$ cat config.mk
export PLATFORM = sky130hd
export DESIGN_NAME = lgge_ram
export DESIGN_NICKNAME = d
export VERILOG_FILES = /design/src/sv/lgge_ram.sv
export SDC_FILE = /design/constraint.sdc
export NUM_CORES = 2
export LEC_CHECK = 0
export BUFFER_PORTS_ARGS = -buffer_cell sky130_fd_sc_hd__buf_2
export CAP_MARGIN = 10
export CORE_ASPECT_RATIO = 0.8
export CORE_MARGIN = 2
export CORE_UTILIZATION = 25
export DETAILED_ROUTE_END_ITERATION = 7
export GPL_TIMING_DRIVEN = 0
export PLACE_DENSITY = 0.41
export SLEW_MARGIN = 10
export SYNTH_ARGS = -nofsm -noshare
export SYNTH_HDL_FRONTEND = slang
export SYNTH_SLANG_ARGS = --single-unit
$ cat constraint.sdc
create_clock -name clock -period 16.71 [get_ports clock]
set_clock_uncertainty 0.1 [all_clocks]
set_input_delay 2.5065 -clock clock [delete_from_list [all_inputs] [get_ports clock]]
set_output_delay 2.5065 -clock clock [all_outputs]
set_load 0.05 [all_outputs]
$ cat src/sv/lgge_ram.sv
// generic single write port ram with one registered read port
`default_nettype none

module lgge_ram #(
   parameter int WIDTH = 64,
   parameter int DEPTH = 64
) (
   input  wire logic                     clock,
   input  wire logic                     write_en,
   input  wire logic [$clog2(DEPTH)-1:0] write_addr,
   input  wire logic [WIDTH-1:0]         write_data,
   input  wire logic [$clog2(DEPTH)-1:0] read_addr,
   output logic      [WIDTH-1:0]         read_data
);

   logic [WIDTH-1:0] mem_ff [DEPTH];
   logic [WIDTH-1:0] read_data_ff;

   always_ff @(posedge clock) begin
      if (write_en) begin
         mem_ff[write_addr] <= write_data;
      end
      read_data_ff <= mem_ff[read_addr];
   end

   assign read_data = read_data_ff;

endmodule

`default_nettype wire

==> summary.md <==
| Metric | Value |
|---|---|
| HPWL after detailed placement | ~350000 µm |
| Setup total negative slack | 0 ns |
| Predominant post-synthesis flop cell | sky130_fd_sc_hd__edfxtp_1 |
| Aggregate global routing overflow | 0 |
| Antenna-violating nets left | 0 |
| Layout filler cell count | 59801 |
| Crit Reg-Reg Endpoint | read_data[34]$_DFF_P_ |
| Clock edge transition at the registers on the reported setup and hold paths | 0.06 ns |
| Type of the tightest min-delay check | flip-flop to flip-flop |
| NumNets Final | 7510 |
| Hold-fix buffers at CTS | 0 |
| Worst rel slew slack | -0.1023 |
| Post-synth EDFFs | 4096 |
| Flops & latches, synth | between 4000 and 5000 |
| Clock tree from TritonCTS | yes |
| Source-to-sink clock delay at the later pin of the worst-skew pair | 1.04 ns |
| Design Power | 22.62 mW |
| Maximum clock frequency | 148.4 MHz |
| Via total after detailed routing | 76319 |
| Number of gates given a new drive strength after cts | 0 |
| Leakage power | 57.38 nW |
| Count of max-cap constraint violations | 1 |
| PD cells | 120.4 nW/µm² |
| Via count of the first global-routing pass | 77531 |
| Fin util | 0.3017 |
| Violations in the final reports | capacitance limit, slew limit |
| Total setup buffers inserted after CTS | 0 |
| Met1 routed wirelength after detailed routing | 231500 µm |
| Buffers added on ports | roughly 130 |
| Antenna violations before repair | 90 |
| Level count of the clock H-tree | 5 |
| Synth-to-layout area growth | 20.12% |
| Result of the run | complete, but fails checks |
| Startpoint type of the worst setup path | primary input |
| Num CTS Buffers | between 400 and 500 |
| Async set-reset flop share out of synthesis | 0 |
| Number of buffers on the longest clock path | 4 |
| Number of warnings printed during yosys synthesis | 0 |
| Top Metal Used | met5 |
| CTS root buf | sky130_fd_sc_hd__clkbuf_16 |
| Detailed-routed wire length on met3 | ~35000 µm |
| Fin. Hold Viols | 0 |
| Routed via count divided by cell count | between 4 and 5 |
| Global-route wire length before repair | around 680000 µm |
| Floorplan die height | 711.3 µm |
| Area enclosed by the die boundary | 631800 µm² |
| Maximum number of pins on one net before global-route repair | 65 |
| Sequential-to-total area share from yosys stat | 0.7949 |
| Routed length on met2 | 226800 µm |
| Worst voltage drop across the vdd grid | 88.94 µV |
| Path type of the worst setup path | primary input to flip-flop |
| Start point of the worst hold path | mem_ff[36][42]$_DFFE_PP_ |
| R2r setup slk | approximately 13 ns |
| Worst reg2reg startpoint | mem_ff[13][34]$_DFFE_PP_ |
| Number of cells produced by synthesis | 6598 |
| Worst Max-Slew Pin Slew | 1.653 ns |
| Die width | 888.2 µm |
| Ratio of cells with drive above 1 in the final layout | 0.3049 |
| Remaining design rule violation count | 0 |
| Combined area of all synthesized cells | 156300 µm² |
| Hold path endpoint | read_data[42]$_DFF_P_ |
| Data arrival time of the worst path | 7.44 ns |
| Maximum fanout along the worst path | 10 |
| Minimum clock period | between 6 and 7 ns |
| R2r worst-path depth | 5 |
| Placeable Area | 622500 µm² |
| Number of ports placed on the die boundary | 142 |
| Row count | around 260 |
| Gpl congestion | around 0.77 |
| Critical path data required time | 17.41 ns |
| Starting utilization of the core area | 0.2512 |
| Worst Setup End Kind | flip-flop |
| Number of slew-limit violations in the final report | 2 |
| Average routed wire per standard cell | 31.21 µm |
| Setup violators final | 0 |
| Setup repair after global routing missed its margin | no |
| Number of stages on the worst hold path | 4 |
| Distinct cell type count of the synthesized netlist | 33 |
| Global-route total usage across every layer | 0.1555 |
| DRT Pass-1 Iters | 5 |
| Net Count, Synth | about 6700 |
| Violation count after the first detailed-routing iteration | 9157 |
| Average footprint of a synthesized cell | 23.70 µm² |
| Share of the clock period used by the worst path | 0.4032 |
| Total wire length after detailed routing | between 500000 and 600000 µm |
| Clock Sink Count | 4160 |
critical path: stages:
cell and delay, ns:
sky130_fd_sc_hd__buf_2 0.32, sky130_fd_sc_hd__buf_4 0.39, sky130_fd_sc_hd__buf_2 0.61, sky130_fd_sc_hd__buf_2 0.65
sky130_fd_sc_hd__buf_4 0.37, sky130_fd_sc_hd__mux2i_1 0.13, sky130_fd_sc_hd__o22ai_1 0.85, sky130_fd_sc_hd__a31oi_1 0.36
sky130_fd_sc_hd__a211oi_1 1.15
report_power, final:
group / internal (mW) / leakage [nW] / switching [mW]
Sequential: 11.6 / 37.4 / 0.0226
Combinational: 0.390 / 13.0 / 0.932
Clock: 5.53 / 6.95 / 4.19
layout by cell type (no fill, tap or decap), drive strengths merged:
cell type	count
nand3b	2
a31o	1
buf	620
clkinv	188
or3	29
edfxtp	4096
or3b	1
nor2	112
nand3	45
nor2b	28
clkbuf	716
o22ai	83
nand2b	11
or2	28
a22oi	168
a41oi	26
diode	33
a22o	88
a31oi	18
nand2	58
bufinv	33
inv	32
clkinvlp	15
and2	3
mux2i	135
dfxtp	64
mux4	1024
nand4	2
nand4b	1
and3	64
o221ai	38
nor3	2
a2bb2oi	19
a211oi	63
sequential cells by signal, indices dropped and copies added, names as in the netlist:
register and cells:
read_data 64, mem_ff 4096
layout make-up:
cell class	instances	area, µm²	share of cell area
diodes	33	82.58	0.0004397
plain buffers	370	1785	0.009507
clock buffers	576	11900	0.06334
clock inverters	249	2356	0.01254
inverters	19	71.32	0.0003797
multi-input cells	2049	30860	0.1643
flip-flops and latches	4160	124300	0.6617
well taps	8352	10450	0.05564
repair buffers	390	6027	0.03209
cell usage after synthesis (all sizes together) (3+ instances only):
master   instances  area (µm²)
or2             28       175.2
edfxtp        4096      123000
o22ai           83       519.3
a31oi           18       112.6
and3            64       400.4
dfxtp           64        1281
buf            230        1249
a22oi          168        1261
mux4          1024       23060
a211oi          63       473.0
nor2           112       420.4
a41oi           26       227.7
o221ai          38       332.8
inv             19       71.32
and2             3       18.77
nor2b           28       175.2
nand2           58       217.7
a2bb2oi         19       166.4
clkbuf         140       525.5
nand3           45       225.2
or3             29       181.4
a22o            88       770.7
mux2i          135        1351
nand2b          11       68.82
worst max path at each step:
stage                              from                  endpoint  cells past startpoint
after CTS                  read_addr[2]     read_data[41]$_DFF_P_                      9
after floorplan           write_addr[3]   mem_ff[48][0]$_DFFE_PP_                      4
after global placement    write_addr[3]  mem_ff[48][24]$_DFFE_PP_                      4
after global routing       read_addr[2]      read_data[6]$_DFF_P_                      9
after detailed placement   read_addr[2]     read_data[41]$_DFF_P_                      9
final                      read_addr[2]      read_data[7]$_DFF_P_                      9
routing by layer:
metal  GRT usage  up-vias
li1            -    30353
met1      0.2312    42543
met2      0.2370     2768
met3     0.02625      637
met4     0.03780       18
met5           0        -
through the flow:
step	hold WS [ns]	setup WS, ns	std cells	area [µm²]
global placement	0.8510	0.3783	15083	167500
CTS	0.8732	10.13	16163	187500
detailed placement	0.8634	8.986	15338	173300
finish	0.8439	9.973	16198	187800
floorplan	0.6878	8.668	6598	156300
global route	0.8726	10.16	16185	187800
cells by family after synthesis:
logic type / Yosys count / share of synthesized area
compound gates: 504 / 0.02477
buf+inv: 389 / 0.01180
flops: 4160 / 0.7949
mux: 1159 / 0.1561
simple gates: 386 / 0.01240
(Power assumes the default switching activity.)
