===== src/sv/lgge_pkg.sv =====
// shared types, codes and the life rule for the life grid generation engine
`default_nettype none

package lgge_pkg;

   // transaction op codes
   localparam logic [1:0] OP_WRITE_CELL = 2'd0;
   localparam logic [1:0] OP_READ_CELL  = 2'd1;
   localparam logic [1:0] OP_GENERATION = 2'd2;

   // configuration register indexes
   localparam logic CSR_ACTIVE_COLUMNS = 1'b0;
   localparam logic CSR_ACTIVE_ROWS    = 1'b1;

   // neighbour counts of the b3/s23 rule
   localparam logic [3:0] BIRTH_COUNT   = 4'd3;
   localparam logic [3:0] SURVIVE_COUNT = 4'd2;

   typedef enum logic [6:0] {
      ST_CLEAR  = 7'b0000001,
      ST_IDLE   = 7'b0000010,
      ST_CELL   = 7'b0000100,
      ST_GEN0   = 7'b0001000,
      ST_GEN1   = 7'b0010000,
      ST_SWEEP  = 7'b0100000,
      ST_FINISH = 7'b1000000
   } state_type;

   function automatic logic next_cell(input logic old, input logic [3:0] count);
      next_cell = (count == BIRTH_COUNT) || (old && (count == SURVIVE_COUNT));
   endfunction

endpackage

`default_nettype wire


===== src/sv/lgge_row_rule.sv =====
// next generation of one row from the masked rows above, at and below it
`default_nettype none

module lgge_row_rule #(
   parameter int WIDTH = 64
) (
   input  wire logic [WIDTH-1:0] up_row,
   input  wire logic [WIDTH-1:0] mid_row,
   input  wire logic [WIDTH-1:0] down_row,
   output logic      [WIDTH-1:0] next_row
);

   always_comb begin
      logic [3:0] count;
      for (int c = 0; c < WIDTH; c++) begin
         count = {3'd0, up_row[c]} + {3'd0, down_row[c]};
         if (c > 0) begin
            count = count + {3'd0, up_row[c-1]} + {3'd0, mid_row[c-1]}
                    + {3'd0, down_row[c-1]};
         end
         if (c < WIDTH - 1) begin
            count = count + {3'd0, up_row[c+1]} + {3'd0, mid_row[c+1]}
                    + {3'd0, down_row[c+1]};
         end
         next_row[c] = lgge_pkg::next_cell(mid_row[c], count);
      end
   end

endmodule

`default_nettype wire


===== config.mk =====
export PLATFORM = sky130hd
export DESIGN_NAME = lgge_row_rule
export DESIGN_NICKNAME = d
export VERILOG_FILES = /design/src/sv/lgge_pkg.sv /design/src/sv/lgge_row_rule.sv
export SDC_FILE = /design/constraint.sdc
export NUM_CORES = 1
export LEC_CHECK = 0
export ABC_AREA = 1
export BUFFER_PORTS_ARGS = -buffer_cell sky130_fd_sc_hd__buf_2
export CAP_MARGIN = 20
export CORE_MARGIN = 10
export CORE_UTILIZATION = 58
export DETAILED_ROUTE_END_ITERATION = 10
export PLACE_DENSITY = 0.85
export RECOVER_POWER = 50
export REMOVE_ABC_BUFFERS = 1
export SYNTH_ARGS = -nofsm -noshare
export SYNTH_HDL_FRONTEND = slang
export SYNTH_SLANG_ARGS = --single-unit

===== constraint.sdc =====
create_clock -name vclk -period 4.6
set_input_delay 0.69 -clock vclk [all_inputs]
set_output_delay 0.69 -clock vclk [all_outputs]
set_load 0.05 [all_outputs]

==> flow_metrics.py, run 1 <==
metrics = {
    "run_status": {
        "status": "completed",
    },
    "cells_and_area": {
        "fillers": 1561,
        "fin_nets": 2336,
        "drive_gt1_share_pct": 14.9,
        "area_delta_synth_final_pct": 14.2,
        "register_area_um2": 0,
        "n_clock_buffer": 0,
        "seq_cells": 0,
    },
    "worst_setup_path": {
        "crit_fanout": 2,
        "critical_path.endpoint_type": "primary output",
        "critPathRequiredTime_ps": 3910,
        "cp-start-kind": "input port",
        "crit_arrival_ps": 3760,
        "path_class": "input port to primary output",
    },
    "yosys": {
        "netlist-cell-type-count": 8,
        "synthTopCellsByArea": "fa_1 (44%), inv_1 (21%), ha_1 (21%)",
        "yosysTopAreaCell": "fa_1",
        "yosysSeqAreaShare_pct": 0,
        "yosysWarningCount": 0,
        "synth_cells": 1446,
        "yosys-top-cells-count": "inv_1 (630), fa_1 (252), ha_1 (188)",
        "syn_area_um2": 11400,
        "synth.most_common_cell": "inv_1",
        "synth_top_area_share_pct": 44.2,
        "postSynthAreaPerCell_um2": 7.89,
    },
    "power_and_ir_drop": {
        "p_leak_nw": 8.16,
        "internal-power_mw": 1.33,
        "pwr_density_cell_nw_per_um2": 295,
        "ir_drop_mv": 0.324,
        "seqPwrFrac_pct": 0,
        "p_clk_share_pct": 0,
        "swShare_pct": 65.4,
        "p_switching_mw": 2.51,
        "p_comb_share_pct": 100.0,
    },
    "sta": {
        "timing.final.ws_setup_ps": 154,
        "drv_slew": 0,
        "post-route-period-util_pct": 96.7,
        "fin_crit_ps": 4450,
        "setup_viol": 0,
        "rsz0062_at_grt": "false",
        "max_freq_mhz": 225,
        "worst_slew_pin_slew_ps": 609,
        "setup_tns_ps": 0,
        "relSlewSlack_pct": 59.5,
        "finalHoldViolCount": 0,
    },
    "clock_network": {
        "cts_resized": 0,
        "post_cts_buffers": 0,
        "holdBufCountCts": 0,
    },
    "place": {
        "port_buffers": 256,
        "dp_hpwl_mm": 24.0,
        "gp_congestion": 0.860,
        "dp_slack_ps": 170,
    },
    "grt": {
        "grt_pass1_wl_mm": 44.4,
        "grt.met2_usage_pct": 37.3,
        "track_usage_pct": 19.8,
        "met3_usage_pct": 2.67,
        "grtUsageMet1_pct": 24.0,
        "busiest_layer": "met2",
        "grt_pass1_vias": 10500,
        "grt_max_degree": 4,
        "overflow": 0,
        "grt_antenna_before_repair": 3,
    },
    "hold_path": {
        "hold_class": "input port to primary output",
    },
    "floorplanning": {
        "die_w_um": 160,
        "dieHeight_um": 160,
        "start_util_pct": 58.8,
        "core_area_um2": 19400,
        "die-area_um2": 25700,
        "row_count": 51,
        "ios": 256,
    },
    "route": {
        "first_iter_violations": 320,
        "final_antenna_net_count": 0,
        "first_pass_iters": 4,
        "num_vias": 9174,
        "wirelength_mm": 24.6,
        "drc": 0,
        "via_per_inst": 4.66,
        "wl_per_cell_um": 12.5,
    },
    "job": {
        "maxCapViolations": 0,
    },
}
-- routing by layer --
metal,wire length [um],share of wire [%],vias to the layer above
met1,10500,42,4316
li1,-,-,4613
met3,1220,5.0,30
met4,371,1.5,2
met5,18,0.073,-
met2,12500,51,213
-- power by group through the flow --
| stage | registers, mW | clock network (mW) | logic (mW) |
|---|---|---|---|
| 6_report | 0 | 0.0000000874 | 3.85 |
| 5_1_grt | 0 | 0 | 4.42 |
| 4_1_cts | 0 | 0 | 3.90 |
| 3_5_place_dp | 0 | 0 | 3.86 |
| 3_3_place_gp | 0 | 0 | 3.68 |
| 2_1_floorplan | 0 | 0 | 2.96 |
-- per-stage QoR --
stage	hold WS, ps	cell area (um2)	std cells	power, mW	util [%]
2_1_floorplan	1700	11400	1446	2.96	-
3_3_place_gp	1870	13000	1967	3.68	67.1
3_5_place_dp	1880	13000	1967	3.86	67.1
4_1_cts	1880	13000	1967	3.90	67.1
5_1_grt	2020	13000	1967	4.42	67.1
6_report	1970	13000	1970	3.85	67.2
-- cells by family (layout without fill, tap and decap cells) --
kind of cell    count (synthesis)  in the layout  share of synthesized area (%)
other cells                     0              3                              0
buf+inv                       630            886                           20.7
compound gates                 64             64                           2.81
fa+ha+maj                     440            440                           64.8
simple gates                  312            312                           11.6
-- final cells by class --
class	instances	area, um2	share of cell area [%]
multi-input combinational	816	9040	69.4
inverter	630	2360	18.2
timing repair buffer	256	1280	9.82
tap	265	332	2.55
antenna	3	7.51	0.0576
-- layout by cell type, fill, tap and decap left out --
master,n
buf_2,224
nand3_1,124
diode_2,3
nor2_1,2
clkbuf_1,2
clkbuf_2,30
nand2_1,186
inv_1,630
a21oi_1,62
fa_1,252
ha_1,188
o21ai_0,2
-- critical path, stage by stage --
cell and delay, ps:
buf_2 100, inv_1 80, fa_1 560, fa_1 440
fa_1 500, inv_1 50, ha_1 200, fa_1 500
nand3_1 80, a21oi_1 240, buf_2 320
-- final timing paths --
path	from	endpoint	slack, ps	cells past startpoint
hold / removal	mid_row[63]	next_row[63]	1970	4
setup / recovery	up_row[25]	next_row[26]	150	11
No activity file was read; power rests on OpenSTA's default activity.
==> inputs of run 2 (changes only) <==
--- a/config.mk
+++ b/config.mk
@@ -8,7 +8,7 @@
 export ABC_AREA = 1
 export BUFFER_PORTS_ARGS = -buffer_cell sky130_fd_sc_hd__buf_2
 export CAP_MARGIN = 20
-export CORE_MARGIN = 10
+export CORE_MARGIN = 3
 export CORE_UTILIZATION = 58
 export DETAILED_ROUTE_END_ITERATION = 10
 export PLACE_DENSITY = 0.85
==> run 2 against run 1 <==
  * Core utilization rose by 1.3 points
  * Sequential share of layout area did not move
  * Die area fell by 17%
  * Flip-flop and latch count did not move
  * First-iteration DRC count fell by 43%
  * Global-route usage rose by 3.1 points
  * Combinational power barely moved
  * Critical path depth did not move
  * Setup slack improved by 56 ps
  * Largest power group unchanged
==> flow_metrics.py, run 2 (synthesis results as in run 1) <==
metrics = {
    "place": {
        "dp_slack_ps": 203,
        "dpl-instance-area_um2": 13000,
        "gp_congestion": 0.892,
        "dp_hpwl_mm": 23.1,
        "port_buffers": 256,
    },
    "floorplanning": {
        "die_w_um": 146,
        "core_area_um2": 19000,
        "start_util_pct": 60.0,
        "dieHeight_um": 146,
        "die-area_um2": 21400,
        "ios": 256,
        "row_count": 50,
    },
    "sta": {
        "drv_slew": 0,
        "post-route-period-util_pct": 95.5,
        "rsz0062_at_grt": "false",
        "finalHoldViolCount": 0,
        "relSlewSlack_pct": 60.2,
        "fin_crit_ps": 4390,
        "max_freq_mhz": 228,
        "worst_slew_pin_slew_ps": 599,
        "setup_viol": 0,
        "timing.final.ws_setup_ps": 209,
        "setup_tns_ps": 0,
    },
    "route": {
        "via_per_inst": 4.72,
        "final_antenna_net_count": 0,
        "first_iter_violations": 184,
        "wl_per_cell_um": 12.2,
        "wirelength_mm": 23.9,
        "first_pass_iters": 4,
        "drc": 0,
        "num_vias": 9274,
    },
    "worst_setup_path": {
        "critPathRequiredTime_ps": 3910,
        "crit_arrival_ps": 3700,
        "critical_path.endpoint_type": "primary output",
        "cp-start-kind": "input port",
        "path_class": "input port to primary output",
        "cp-startpoint": "up_row[39]",
        "crit_fanout": 2,
    },
    "clock_network": {
        "cts_resized": 0,
        "post_cts_buffers": 0,
        "holdBufCountCts": 0,
    },
    "hold_path": {
        "hold_class": "input port to primary output",
        "hp-start": "mid_row[1]",
    },
    "grt": {
        "grt_pass1_vias": 10000,
        "overflow": 0,
        "grt_antenna_before_repair": 3,
        "grt_pass1_wl_mm": 42.3,
        "grt_max_degree": 4,
        "track_usage_pct": 22.9,
    },
    "cells_and_area": {
        "drive_gt1_share_pct": 14.9,
        "n_clock_buffer": 0,
        "final_cell_mix": "inv_1 (630), fa_1 (252), buf_2 (224), ha_1 (188), nand2_1 (186)",
        "fin_nets": 2336,
        "seq_cells": 0,
        "register_area_um2": 0,
        "fillers": 1515,
        "final_common_cell": "inv_1",
        "finalInstanceArea_um2": 13000,
        "final_util_pct": 68.4,
        "area_delta_synth_final_pct": 14.1,
    },
    "power_and_ir_drop": {
        "ir_drop_mv": 0.248,
        "pwr_density_cell_nw_per_um2": 296,
        "p_leak_nw": 8.16,
        "power_mw": 3.85,
    },
    "job": {
        "maxCapViolations": 0,
    },
    "run_status": {
        "status": "completed",
    },
}
## run 2: layout make-up
type | instances | area (um2) | area share, %
Inverter | 630 | 2360 | 18.2
Timing Repair Buffer | 256 | 1280 | 9.82
Tap cell | 260 | 325 | 2.50
Multi-Input combinational cell | 816 | 9040 | 69.5
Antenna cell | 2 | 5.00 | 0.0384
## run 2: where the power goes
| part | leakage (nW) | switching [mW] | internal (mW) |
|---|---|---|---|
| logic | 8.16 | 2.52 | 1.33 |
| registers | 0 | 0 | 0 |
| clock network | 0.0000127 | 0 | 0.0000000581 |
## run 2: metrics by stage
stage / hold slack, ps / instances
global route: 1980 / 1964
CTS: 1870 / 1962
finish: 1940 / 1964
detailed placement: 1870 / 1962
global placement: 1860 / 1962
floorplan: 1700 / 1446
## run 2: path summary, 6_finish.rpt
path                      endpoint  cells past startpoint
worst max-delay path  next_row[40]                     11
worst min-delay path   next_row[1]                      6
## run 2: metal layers
layer / global-route usage [%] / wire length (um) / up-vias
met2: 43.7 / 12700 / 236
met3: 3.07 / 1380 / 36
li1: - / - / 4603
met1: 28.0 / 9460 / 4397
met5: 0 / 13 / -
met4: 3.81 / 400 / 2
## run 2: worst max-delay path, cell delays in order
cell	delay, ps
buf_2	110
inv_1	90
fa_1	560
fa_1	440
fa_1	500
inv_1	40
ha_1	200
fa_1	480
nand3_1	70
a21oi_1	200
buf_2	310
==> inputs of run 3 (changes only) <==
--- a/config.mk
+++ b/config.mk
@@ -5,7 +5,6 @@
 export SDC_FILE = /design/constraint.sdc
 export NUM_CORES = 1
 export LEC_CHECK = 0
-export ABC_AREA = 1
 export BUFFER_PORTS_ARGS = -buffer_cell sky130_fd_sc_hd__buf_2
 export CAP_MARGIN = 20
 export CORE_MARGIN = 3
==> run 3 against run 2 <==
  * Power down 11%
  * Non-clock buffer count is the same
  * Wire length down 3.6%
  * Maximum frequency is 0.90% lower
  * Highest routed layer unchanged
  * Setup slack got worse by 40 ps
  * First-iteration DRC count decreased by 6.0%
  * Global-route usage grew 0.52 points
  * Final cell count decreased by 14%
==> flow_metrics.py, run 3 <==
metrics = {
    "route": {
        "via_per_inst": 5.01,
        "first_pass_iters": 4,
        "wirelength_mm": 23.1,
        "num_vias": 8450,
        "first_iter_violations": 173,
        "wl_per_cell_um": 13.7,
        "final_antenna_net_count": 0,
        "drc": 0,
    },
    "power_and_ir_drop": {
        "swShare_pct": 64.8,
        "internal-power_mw": 1.21,
        "p_leak_nw": 7.20,
        "seqPwrFrac_pct": 0,
        "ir_drop_mv": 0.260,
        "p_switching_mw": 2.23,
        "pwr_density_cell_nw_per_um2": 280,
        "p_clk_share_pct": 0,
        "p_comb_share_pct": 100.0,
    },
    "yosys": {
        "synthTopCellsByArea": "fa_1 (47%), ha_1 (22%), inv_1 (16%)",
        "yosys.area_share.simple_pct": 6.73,
        "yosysWarningCount": 0,
        "yosys-top-cells-count": "inv_1 (444), fa_1 (252), ha_1 (188)",
        "yosysSeqAreaShare_pct": 0,
        "synthAdderAreaFrac_pct": 69.0,
        "synth_top_family_by_area": "adder cells",
        "synth_top_area_share_pct": 47.1,
        "yosysTopAreaCell": "fa_1",
        "synth-xor-area-share_pct": 0,
        "synth_cells": 1198,
        "netlist-cell-type-count": 10,
        "synth_compound_gate_area_share_pct": 8.69,
        "synth.most_common_cell": "inv_1",
        "syn_area_um2": 10700,
        "postSynthAreaPerCell_um2": 8.94,
        "synthMuxAreaShare_pct": 0,
    },
    "run_status": {
        "status": "completed",
    },
    "worst_setup_path": {
        "cp_common_cell": "fa_1",
        "critPathRequiredTime_ps": 3910,
        "critPathBufInv": 4,
        "crit_arrival_ps": 3740,
        "slowest_delay_ps": 570,
        "cp_cell_sequence": "buf_2, inv_1, fa_1, fa_1, fa_1, inv_1, ha_1, fa_1, or2_0, a21oi_1, buf_2",
        "path_class": "input port to primary output",
        "crit_family": "adder cells",
        "slowest_stage": "fa_1",
        "cp-start-kind": "input port",
        "crit_fanout": 2,
        "critical_path.endpoint_type": "primary output",
    },
    "place": {
        "port_buffers": 256,
        "place_inst": 1683,
        "dp_hpwl_mm": 22.5,
        "gp_congestion": 0.905,
    },
    "floorplanning": {
        "row_count": 49,
        "ios": 256,
        "die_w_um": 142,
        "core_area_um2": 18100,
        "die-area_um2": 20100,
        "dieHeight_um": 142,
        "start_util_pct": 59.2,
    },
    "hold_path": {
        "worst_hold_path.endpoint": "next_row[23]",
        "hold_class": "input port to primary output",
        "hp-start": "mid_row[23]",
        "min_path_cells": 4,
    },
    "clock_network": {
        "cts_resized": 0,
        "post_cts_buffers": 0,
        "holdBufCountCts": 0,
    },
    "sta": {
        "worst_slew_pin_slew_ps": 605,
        "drv_slew": 0,
        "post-route-period-util_pct": 96.3,
        "relSlewSlack_pct": 59.9,
        "setup_tns_ps": 0,
        "holdWs_ps": 1860,
        "finalHoldViolCount": 0,
        "setup_viol": 0,
        "fin_crit_ps": 4430,
        "rsz0062_at_grt": "false",
        "max_freq_mhz": 226,
    },
    "job": {
        "maxCapViolations": 0,
    },
    "grt": {
        "grt_antenna_before_repair": 6,
        "overflow": 0,
        "grt_pass1_vias": 9368,
        "grt_pass1_wl_mm": 40.1,
        "grt_max_degree": 4,
        "track_usage_pct": 23.4,
    },
    "cells_and_area": {
        "n_clock_buffer": 0,
        "final_cell_mix": "inv_1 (444), fa_1 (252), buf_2 (224), ha_1 (188), a21oi_1 (124)",
        "final_common_cell": "inv_1",
        "drive_gt1_share_pct": 17.5,
        "area_delta_synth_final_pct": 14.7,
        "register_area_um2": 0,
        "finalNonFillerCells": 1685,
        "fin_nets": 2088,
        "seq_cells": 0,
    },
}
==> run 3: worst max path at each step <==
stage,from,end,cells past startpoint
6_report,up_row[36],next_row[37],11
5_1_grt,up_row[36],next_row[37],11
4_1_cts,up_row[36],next_row[37],11
3_5_place_dp,up_row[36],next_row[37],11
3_3_place_gp,up_row[36],next_row[37],11
2_1_floorplan,up_row[15],next_row[16],9
==> run 3: layer usage <==
layer | vias up | track usage (%) | part of all wire (%)
li1 | 4111 | - | -
met4 | 10 | 2.07 | 1.0
met5 | - | 0 | 0.23
met3 | 30 | 4.75 | 7.3
met1 | 4091 | 28.4 | 38
met2 | 208 | 44.7 | 53
==> run 3: power groups by stage <==
stage	Combinational (mW)	Sequential (mW)	Clock, mW
after floorplan	2.61	0	0
after global placement	3.28	0	0
after detailed placement	3.46	0	0
after CTS	3.49	0	0
after global routing	3.95	0	0.0000000291
final	3.44	0	0.0000000582
==> run 3: cells by family after synthesis <==
group	after synthesis
AOI/OAI and AO/OA	186
buffers and inverters	444
adders and majority gates	440
and+or+nand+nor	128
==> run 3: layout make-up <==
class | count | area [um2]
Tap cell | 229 | 287
Multi-Input combinational cell | 754 | 9050
Inverter | 444 | 1670
Antenna cell | 2 | 5.00
Timing Repair Buffer | 256 | 1280
Fill cell | 1423 | 5800
==> run 3: tightest hold or removal path, cell delays in order <==
cell and delay [ps]:
buf_2 100, o21ai_0 130, a21oi_1 40, buf_2 210
==> run 3: per-stage QoR <==
| stage | util [%] | cell area (um2) | setup WS (ps) | power [mW] |
|---|---|---|---|---|
| 5_1_grt | 67.9 | 12300 | 53.4 | 3.95 |
| 2_1_floorplan | - | 10700 | 111 | 2.61 |
| 3_5_place_dp | 67.9 | 12300 | 163 | 3.46 |
| 6_report | 67.9 | 12300 | 169 | 3.44 |
| 4_1_cts | 67.9 | 12300 | 149 | 3.49 |
| 3_3_place_gp | 67.9 | 12300 | 201 | 3.28 |
